<file path="src/hdl/lprt_pkg.sv">
// Shared constants and types for the live-view packet reassembly tracker.
`default_nettype none

package lprt_pkg;

    localparam int IDX_W        = 11;
    localparam int PIC_LEN_BITS = 24;

    localparam logic [IDX_W-1:0] MAX_PACKET_BYTES = IDX_W'(1500);
    localparam logic [IDX_W-1:0] HEADER_BYTES     = IDX_W'(12);

    localparam logic [15:0] TYPE_FIRST  = 16'h9060;
    localparam logic [15:0] TYPE_MIDDLE = 16'h8060;
    localparam logic [15:0] TYPE_END    = 16'h80e0;

    localparam logic [7:0] MARK_HI = 8'hff;
    localparam logic [7:0] MARK_LO = 8'hd8;

    localparam logic [1:0] KIND_FIRST  = 2'd0;
    localparam logic [1:0] KIND_MIDDLE = 2'd1;
    localparam logic [1:0] KIND_END    = 2'd2;
    localparam logic [1:0] KIND_BAD    = 2'd3;

    localparam logic [1:0] ACT_DROP   = 2'd0;
    localparam logic [1:0] ACT_START  = 2'd1;
    localparam logic [1:0] ACT_APPEND = 2'd2;

    localparam logic [PIC_LEN_BITS-1:0] PIC_MAX = '1;

    typedef struct packed {
        logic [1:0]              packet_kind;
        logic [1:0]              action;
        logic [IDX_W-1:0]        payload_start;
        logic [IDX_W-1:0]        payload_length;
        logic [31:0]             frame_id;
        logic [PIC_LEN_BITS-1:0] picture_bytes;
        logic                    picture_done;
    } t_desc;

endpackage

`default_nettype wire

</file>
<file path="src/hdl/lprt_parse.sv">
// Input register, per-packet header parser and picture length tracking.
`default_nettype none

module lprt_parse (
    input  wire logic          i_clk,
    input  wire logic          i_rst_n,
    input  wire logic          i_valid,
    output logic               o_stall,
    input  wire logic [7:0]    i_data_byte,
    input  wire logic          i_last_of_packet,
    output logic               o_push,
    output lprt_pkg::t_desc    o_desc,
    input  wire logic          i_full
);
    import lprt_pkg::*;

    logic                    r_in_valid;
    logic [7:0]              r_in_byte;
    logic                    r_in_last;

    logic [IDX_W-1:0]        r_byte_index,       n_byte_index;
    logic [7:0]              r_previous_byte,    n_previous_byte;
    logic [15:0]             r_type_code_shift,  n_type_code_shift;
    logic [31:0]             r_packet_frame_shift, n_packet_frame_shift;
    logic                    r_marker_seen,      n_marker_seen;
    logic [IDX_W-1:0]        r_marker_offset,    n_marker_offset;
    logic [31:0]             r_picture_frame,    n_picture_frame;
    logic [PIC_LEN_BITS-1:0] r_picture_length,   n_picture_length;

    logic                    accept;
    logic                    consume;
    logic                    kept;
    logic [1:0]              kind;
    logic [IDX_W-1:0]        start;
    logic [IDX_W-1:0]        plen;
    logic [PIC_LEN_BITS:0]   sum;
    t_desc                   desc;

    assign consume = r_in_valid && (!r_in_last || !i_full);
    assign o_stall = r_in_valid && !consume;
    assign accept  = i_valid && !o_stall;

    // Per-byte header and marker tracking.
    always_comb begin
        kept                 = r_byte_index < MAX_PACKET_BYTES;
        n_byte_index         = r_byte_index;
        n_previous_byte      = r_previous_byte;
        n_type_code_shift    = r_type_code_shift;
        n_packet_frame_shift = r_packet_frame_shift;
        n_marker_seen        = r_marker_seen;
        n_marker_offset      = r_marker_offset;
        if (kept) begin
            if (r_byte_index < IDX_W'(2)) begin
                n_type_code_shift = {r_type_code_shift[7:0], r_in_byte};
            end else if (r_byte_index >= IDX_W'(4) && r_byte_index < IDX_W'(8)) begin
                n_packet_frame_shift = {r_packet_frame_shift[23:0], r_in_byte};
            end
            // Marker must start at offset 12 or later and end before the last byte.
            if (!r_marker_seen && r_byte_index >= HEADER_BYTES + IDX_W'(1) && !r_in_last
                    && (r_byte_index + IDX_W'(1)) < MAX_PACKET_BYTES
                    && r_previous_byte == MARK_HI && r_in_byte == MARK_LO) begin
                n_marker_seen   = 1'b1;
                n_marker_offset = r_byte_index - IDX_W'(1);
            end
            n_previous_byte = r_in_byte;
            n_byte_index    = r_byte_index + IDX_W'(1);
        end
    end

    // Descriptor for the packet ending with this byte.
    always_comb begin
        case (n_type_code_shift)
            TYPE_FIRST:  kind = KIND_FIRST;
            TYPE_MIDDLE: kind = KIND_MIDDLE;
            TYPE_END:    kind = KIND_END;
            default:     kind = KIND_BAD;
        endcase
        if (n_byte_index < HEADER_BYTES) begin
            kind = KIND_BAD;
        end

        n_picture_frame  = r_picture_frame;
        n_picture_length = r_picture_length;
        desc             = '0;
        start            = n_marker_seen ? n_marker_offset : HEADER_BYTES;
        plen             = n_byte_index - start;
        sum              = {1'b0, r_picture_length}
                         + {{(PIC_LEN_BITS + 1 - IDX_W){1'b0}}, n_byte_index - HEADER_BYTES};
        desc.packet_kind = kind;

        case (kind)
            KIND_FIRST: begin
                desc.action         = ACT_START;
                desc.payload_start  = start;
                desc.payload_length = plen;
                desc.frame_id       = n_packet_frame_shift;
                n_picture_frame     = n_packet_frame_shift;
                n_picture_length    = {{(PIC_LEN_BITS - IDX_W){1'b0}}, plen};
            end
            KIND_MIDDLE, KIND_END: begin
                desc.frame_id     = n_packet_frame_shift;
                desc.picture_done = (kind == KIND_END);
                if (n_packet_frame_shift == r_picture_frame) begin
                    desc.action         = ACT_APPEND;
                    desc.payload_start  = HEADER_BYTES;
                    desc.payload_length = n_byte_index - HEADER_BYTES;
                    n_picture_length    = sum[PIC_LEN_BITS] ? PIC_MAX
                                                            : sum[PIC_LEN_BITS-1:0];
                end
            end
            default: begin
                desc.action = ACT_DROP;
            end
        endcase
        desc.picture_bytes = n_picture_length;
    end

    assign o_push = consume && r_in_last;
    assign o_desc = desc;

    always_ff @(posedge i_clk) begin
        if (!i_rst_n) begin
            r_in_valid <= 1'b0;
        end else if (accept) begin
            r_in_valid <= 1'b1;
        end else if (consume) begin
            r_in_valid <= 1'b0;
        end
    end

    always_ff @(posedge i_clk) begin
        if (accept) begin
            r_in_byte <= i_data_byte;
            r_in_last <= i_last_of_packet;
        end
    end

    always_ff @(posedge i_clk) begin
        if (!i_rst_n) begin
            r_byte_index         <= '0;
            r_previous_byte      <= '0;
            r_type_code_shift    <= '0;
            r_packet_frame_shift <= '0;
            r_marker_seen        <= 1'b0;
            r_marker_offset      <= '0;
            r_picture_frame      <= '0;
            r_picture_length     <= '0;
        end else if (consume) begin
            if (r_in_last) begin
                // Clear per-packet state after the descriptor.
                r_byte_index         <= '0;
                r_previous_byte      <= '0;
                r_type_code_shift    <= '0;
                r_packet_frame_shift <= '0;
                r_marker_seen        <= 1'b0;
                r_marker_offset      <= '0;
                r_picture_frame      <= n_picture_frame;
                r_picture_length     <= n_picture_length;
            end else begin
                r_byte_index         <= n_byte_index;
                r_previous_byte      <= n_previous_byte;
                r_type_code_shift    <= n_type_code_shift;
                r_packet_frame_shift <= n_packet_frame_shift;
                r_marker_seen        <= n_marker_seen;
                r_marker_offset      <= n_marker_offset;
            end
        end
    end

endmodule

`default_nettype wire

</file>
<file path="src/hdl/lprt_outq.sv">
// Descriptor output register with one skid entry.
`default_nettype none

module lprt_outq (
    input  wire logic          i_clk,
    input  wire logic          i_rst_n,
    input  wire logic          i_push,
    input  wire lprt_pkg::t_desc i_desc,
    output logic               o_full,
    output logic               o_valid,
    input  wire logic          i_stall,
    output lprt_pkg::t_desc    o_desc
);
    import lprt_pkg::*;

    logic  r_out_valid;
    logic  r_skid_valid;
    t_desc r_out;
    t_desc r_skid;
    logic  pop;
    logic  load_out;

    assign pop      = r_out_valid && !i_stall;
    assign load_out = !r_out_valid || pop;
    assign o_full   = r_skid_valid;
    assign o_valid  = r_out_valid;
    assign o_desc   = r_out;

    always_ff @(posedge i_clk) begin
        if (!i_rst_n) begin
            r_out_valid  <= 1'b0;
            r_skid_valid <= 1'b0;
        end else if (load_out) begin
            r_out_valid  <= r_skid_valid || i_push;
            r_skid_valid <= 1'b0;
        end else if (i_push) begin
            r_skid_valid <= 1'b1;
        end
    end

    always_ff @(posedge i_clk) begin
        if (load_out) begin
            r_out <= r_skid_valid ? r_skid : i_desc;
        end else if (i_push) begin
            r_skid <= i_desc;
        end
    end

endmodule

`default_nettype wire

</file>
<file path="src/hdl/liveview_packet_reassembly_tracker.sv">
// Top level of the live-view packet reassembly tracker.
`default_nettype none

// Takes one datagram byte per transaction and, on the byte flagged as the last
// of its packet, delivers one descriptor: packet kind, action on the picture,
// kept payload offset and length, frame number, running picture length and the
// picture-done flag. A byte is taken every cycle unless o_stall is high, as on
// a last byte while the skid entry is full; the input register and the parser
// set that rate. A descriptor goes from the input register into the output
// register or the skid entry, which lets input flow while one waits on i_stall.
module liveview_packet_reassembly_tracker (
    input  wire logic        i_clk,
    input  wire logic        i_rst_n,
    input  wire logic        i_valid,
    output logic             o_stall,
    input  wire logic [7:0]  i_data_byte,
    input  wire logic        i_last_of_packet,
    output logic             o_valid,
    input  wire logic        i_stall,
    output logic [1:0]       o_packet_kind,
    output logic [1:0]       o_action,
    output logic [10:0]      o_payload_start,
    output logic [10:0]      o_payload_length,
    output logic [31:0]      o_frame_id,
    output logic [23:0]      o_picture_bytes,
    output logic             o_picture_done
);
    import lprt_pkg::*;

    logic  push;
    logic  full;
    t_desc desc_in;
    t_desc desc_out;

    lprt_parse u_parse (
        .i_clk            (i_clk),
        .i_rst_n          (i_rst_n),
        .i_valid          (i_valid),
        .o_stall          (o_stall),
        .i_data_byte      (i_data_byte),
        .i_last_of_packet (i_last_of_packet),
        .o_push           (push),
        .o_desc           (desc_in),
        .i_full           (full)
    );

    lprt_outq u_outq (
        .i_clk   (i_clk),
        .i_rst_n (i_rst_n),
        .i_push  (push),
        .i_desc  (desc_in),
        .o_full  (full),
        .o_valid (o_valid),
        .i_stall (i_stall),
        .o_desc  (desc_out)
    );

    assign o_packet_kind    = desc_out.packet_kind;
    assign o_action         = desc_out.action;
    assign o_payload_start  = desc_out.payload_start;
    assign o_payload_length = desc_out.payload_length;
    assign o_frame_id       = desc_out.frame_id;
    assign o_picture_bytes  = desc_out.picture_bytes;
    assign o_picture_done   = desc_out.picture_done;

endmodule

`default_nettype wire

</file>
<file path="config.mk">
export PLATFORM = sky130hd
export DESIGN_NAME = liveview_packet_reassembly_tracker
export DESIGN_NICKNAME = d
export VERILOG_FILES = /design/src/hdl/lprt_pkg.sv /design/src/hdl/lprt_parse.sv /design/src/hdl/lprt_outq.sv /design/src/hdl/liveview_packet_reassembly_tracker.sv
export SDC_FILE = /design/constraint.sdc
export NUM_CORES = 1
export LEC_CHECK = 0
export ABC_AREA = 1
export BUFFER_PORTS_ARGS = -buffer_cell sky130_fd_sc_hd__buf_2
export CORE_AREA = 3 3 178 180
export CTS_CLUSTER_DIAMETER = 40
export CTS_CLUSTER_SIZE = 14
export DETAILED_ROUTE_END_ITERATION = 6
export DIE_AREA = 0 0 181 183
export PLACE_DENSITY = 0.69
export SYNTH_ARGS = -nofsm -noshare
export SYNTH_HDL_FRONTEND = slang
export SYNTH_SLANG_ARGS = --single-unit
</file>
<file path="constraint.sdc">
create_clock -name i_clk -period 8.17 [get_ports i_clk]
set_input_delay 1.2255 -clock i_clk [delete_from_list [all_inputs] [get_ports i_clk]]
set_output_delay 1.2255 -clock i_clk [all_outputs]
set_load 0.02 [all_outputs]
</file>
=== After elaboration in Yosys (flattened, before gate mapping) ===
Index checks and enable logic that the tools add are counted.

* Logic and storage cells: 109
* Memories kept: 0
* Bits in latches: 0
* ROM bits: 0
* RAM bits: 0
* Bits in registers: 313
* Input port bits: 13

* Bitwise logic cells: 2
* Reduce and logical (&&, ||, !) cells: 30
* Div/mod/pow operators: 0
* Order comparisons: 7
* Multipliers: 0
* Multiplexer cells: 30
* $add $sub $neg: 5
* Shift operators: 0
* Equal/unequal tests: 8

{| class="wikitable"
|+ Operator list
! cell !! number
|-
| 32-bit 2-to-1 mux || 4
|-
| 54-bit one-hot mux with 2 select lines || 1
|-
| 83-bit 2-to-1 mux || 1
|-
| 24-bit 2-to-1 mux || 3
|-
| 11-bit 2-to-1 mux || 6
|-
| 16-bit equality test (second input constant) || 3
|-
| 16-bit 2-to-1 mux || 3
|-
| 24-bit one-hot mux with 2 select lines || 1
|-
| 32-bit equality test || 1
|-
| 24-bit by 11-bit adder with 25-bit output || 1
|-
| 11-bit less-than comparator (second input constant) || 2
|-
| 11-bit by 4-bit less-than comparator with 1-bit output (second input constant) || 2
|-
| 8-bit equality test (second input constant) || 2
|-
| 8-bit 2-to-1 mux || 2
|-
| 11-bit by 1-bit adder with 11-bit output (second input constant) || 1
|-
| 11-bit by 3-bit >= comparator with 1-bit output (second input constant) || 1
|-
| 11-bit by 4-bit >= comparator with 1-bit output (second input constant) || 1
|-
| 1-bit logical AND || 11
|-
| 11-bit by 2-bit less-than comparator with 1-bit output (second input constant) || 1
|-
| 11-bit by 1-bit subtractor with 11-bit output (second input constant) || 1
|-
| 11-bit subtractor || 1
|-
| 11-bit by 4-bit subtractor with 11-bit output (second input constant) || 1
|-
| 1-bit logical NOT || 7
|-
| 1-bit 2-to-1 mux || 6
|-
| 12 further kinds || 19
|}

=== Logic depth before layout (Yosys ltp) ===
* Depth in word-level cells: 12
* Depth in mapped cells: 31
* Depth with buffers taken out: 29

=== By module ===
A second synthesis with hierarchy kept.

* Cell total of the unflattened synthesis: 2172
* Area total of the unflattened synthesis: 16539.6 um2

{| class="wikitable"
|+ By module, submodules not included
! module !! seq. area each (um2) !! instances !! cells each !! area each (um2)
|-
| lprt_parse || 2992.9 || 1 || 1729 || 10336.2
|-
| lprt_outq || 5024.8 || 1 || 443 || 6203.4
|}

=== Least setup slack after synthesis ===
No wires, ideal clock.

* Kind: in2reg
* From: input i_stall
* To: register u_outq.r_skid[0] in the netlist's numbering (enable)
* Data arrival time: 6808 ps
* Data required time: 7645 ps
* Setup time: 525 ps
* Stages on the path: 2
* Buffers on the path: 0
* Setup slack: 837 ps
* Cell sequence: nand2_1 -> nor2_1

* Cells in the longest elaborated chain, start to end: 5

{| class="wikitable"
|+ RTL lines
! item !! RTL line !! RTL
|-
| from (decl) || liveview_packet_reassembly_tracker.sv:19 || <nowiki>input wire logic i_stall,</nowiki>
|-
| 1-bit logical NOT || lprt_outq.sv:23 || <nowiki>assign pop = r_out_valid && !i_stall;</nowiki>
|-
| 1-bit logical AND || lprt_outq.sv:23 ||
|-
| 1-bit logical OR || lprt_outq.sv:24 || <nowiki>assign load_out = !r_out_valid || pop;</nowiki>
|-
| 1-bit inverter (no source line) || - ||
|-
| 2-bit AND reduction (no source line) || - ||
|-
| to (signal assigned) || lprt_outq.sv:45 || <nowiki>r_skid <= i_desc;</nowiki>
|-
| to (decl) || lprt_outq.sv:19 || <nowiki>t_desc r_skid;</nowiki>
|}

Every way passes these cells.
A chain may end at the register's enable or synchronous reset.

==> results by group <==
Synth
  • Synth area leaders: edfxtp_1, nand2_1, dfxtp_1, inv_1, nand3_1
  • Mapped Avg Cell Area: 7.61 um^2
  • Synth cell types: 49
  • Syn Std Cell Area: 0.0165 mm^2
  • Cell count after synthesis: 2170
  • Area leader, netlist: edfxtp_1
  • Register area share after synthesis: 0.486
  • Post-synthesis register bit count: 313
  • Yosys top cell area share: 0.318
  • Synth warnings: 0
  • Post-synth net total: 2214

Global routing
  • Global-route wire length before repair: 69.7 mm
  • Initial antenna violation count: 0
  • Tot GR Track Use: 0.256
  • Vias in the first global route: 13300
  • GRT overflow: 0
  • Largest net degree at the start of global routing: 87

Critical path
  • Slowest CP cell: nor2_1
  • CP startpoint kind: flop
  • CP cell instances: nor2_2 -> nand2_2 -> nor2_8 -> nand2_1 -> o21ai_0 -> nand2_1 -> nor3_1 -> nand3_1 -> o21ai_0 -> nand3_1 -> ha_1 -> inv_1 -> nor2_1 -> nor2_2 -> buf_4 -> nor2_1 -> nand2_1 -> nand2_1
  • Largest delay contributor family on the critical path: simple AND/OR/NAND/NOR gates
  • WP data arrival: 6.02 ns
  • Crit-path max FO: 32
  • Worst EP required: 8.56 ns
  • Crit Path Class: flop to flop
  • Top cell by count, worst path: nand2_1
  • Largest stage delay, worst path: 0.87 ns
  • WP buf/inv: 2
  • CP Capture Type: flop

CTS
  • Setup bufs post-CTS: 0
  • # resized after CTS: 0
  • CTS tree: yes
  • Depth of the CTS H-tree: 2
  • Post-CTS Hold Fix Bufs: 0
  • CTS Root Cell: clkbuf_16
  • CTS sink cnt: 313
  • CTS max path bufs: 3
  • CTS clock-pin slew for the worst setup and hold paths: 0.06 ns
  • Worst skew pair latency: 0.53 ns
  • Cts bufs inserted: 42

Routing
  • Final WL: 43.3 mm
  • M1 WL: 20.3 mm
  • Final ANT Viol Nets: 0
  • Met2 routed wirelength: 19.0 mm
  • DRC Markers: 0
  • First-pass iteration count of the detailed router: 7
  • WL/cell: 16.3 um
  • Met3 routed WL: 2.85 mm
  • DR vias: 14300
  • Detailed Route Iter0 Violations: 1384
  • Detailed-route vias per instance: 5.39
  • Highest metal used: met4

Die
  • Initial Utilization: 0.544
  • Row Count: 64
  • Die width: 181 um
  • Height of the die: 183 um
  • Die area: 0.0331 mm^2
  • Core ar.: 0.0303 mm^2
  • IO Pins: 98

Layout
  • Leading cell type in the layout, fill and taps excluded: nand2_1
  • ANT cells: 0
  • Layout cells sized above 1: 0.106
  • Highest-count cells in the layout ignoring fill and taps: nand2_1, inv_1, edfxtp_1
  • Area growth, synth to finish: 13.0%
  • Layout Nets: 2276
  • Util after Layout: 0.615

Placed design
  • GP Congestion: 0.941
  • DP HPWL: 29.0 mm
  • I/O Buffers: 97

Timing
  • Setup TNS: 0 ns
  • Period minus WS final: 5.63 ns
  • Final setup viols: 0
  • Final slew viol count: 0
  • Unrepaired setup endpoints after global routing: false
  • Max_slew headroom: 0.235
  • Worst-Margin Slew: 1.15 ns
  • Worst Skew: 0.0134 ns
  • Period Utilization, post-route: 0.689
  • Fin. Hold Viols: 0
  • Final hold slack: 0.463 ns
  • Max Freq: 0.178 GHz

Run
  • # Max-Cap Violations: 0

Status
  • Status: finished, final reports clean

Pwr
  • P per Cell Area: 196 mW/mm^2
  • VDD IR max: 0.000154 V
  • Leakage Power: 8.37 nW

Worst hold path
  • HP Class: flop to flop
layout make-up:
type | count | area [um^2]
Fill cell | 2753 | 11700
Inverter | 237 | 891
Tap cell | 396 | 495
Sequential cell | 313 | 8020
Multi-Input combinational cell | 1528 | 7210
Timing Repair Buffer | 110 | 583
Clock buffer | 50 | 1120
Clock inverter | 27 | 332
layer usage:
| metal | track usage | up-vias |
|---|---|---|
| li1 | - | 7138 |
| met1 | 0.384 | 6687 |
| met2 | 0.390 | 441 |
| met3 | 0.0359 | 77 |
| met4 | 0.0777 | 0 |
| met5 | 0 | - |
worst paths after layout:
| check | startpoint | to | slack (ns) | cells past startpoint |
|---|---|---|---|---|
| worst max register to register | u_parse.r_byte_index[7] | u_outq.o_desc[37] | 2.54 | 18 |
| worst min-delay path | u_parse.r_previous_byte[2] | u_parse.r_previous_byte[2] | 0.46 | 2 |
| worst min register to register | u_parse.r_previous_byte[2] | u_parse.r_previous_byte[2] | 0.46 | 2 |
| worst max-delay path | u_parse.r_byte_index[7] | u_outq.o_desc[37] | 2.54 | 18 |
cell usage after synthesis, drive strengths merged:
cell     instances
a31oi            5
xor2            37
inv            235
a211oi           2
nor3            22
fa               2
o22ai           11
a21o             3
buf             35
o2111ai          1
o31ai            1
mux2i            1
a21boi           6
a22oi            1
nor3b            2
xnor2            3
dfxtp          138
nor4             3
or2              3
a21oi          127
o21bai           4
clkbuf          57
clkinv           2
o21ai          116
ha              29
nand3b          11
nor2           147
mux2             1
nand4           12
o311ai           1
o211ai           2
nand3          157
and2             6
nand2          812
edfxtp         175
stage by stage:
step	area, um^2	total power (W)	setup WS, ns	std cells
floorplan	16500	0.00177	0.837	2170
global placement	17200	0.00180	2.76	2584
detailed placement	17200	0.00180	2.61	2584
CTS	18700	0.00369	2.56	2661
global route	18700	0.00377	1.98	2661
finish	18700	0.00365	2.54	2661
power breakdown:
group          switching [W]  total (W)  internal [W]
registers          0.0000102    0.00168       0.00167
logic              0.0000688  0.0000901     0.0000213
clock network       0.000723    0.00188       0.00116
cells by family after synthesis:
logic type | after synthesis | share of synthesized area
simple gates | 1175 | 0.293
buf+inv | 329 | 0.0795
fa+ha+maj | 31 | 0.0244
flops | 313 | 0.486
compound gates | 280 | 0.0953
mux | 2 | 0.00129
xor+xnor | 40 | 0.0212
worst min-delay path: cells and delay by family, from the launching register on:
kind | cells | cell delay [ns]
flip-flops | 1 | 0.31
AO/OA/AOI/OAI | 1 | 0.05
AND/OR/NAND/NOR | 1 | 0.06
sequential cells by signal, indices dropped and copies added, names as in the netlist, 8 cells and up:
name / flops
u_parse.r_byte_index: 11
u_parse.r_in_byte: 8
u_parse.r_picture_frame: 32
u_parse.r_picture_length: 24
u_parse.r_packet_frame_shift: 32
u_parse.r_type_code_shift: 16
u_parse.r_marker_offset: 11
u_parse.r_previous_byte: 8
u_outq.r_skid: 83
u_outq.o_desc: 83
Note: power is estimated with default switching activity, not from simulation.
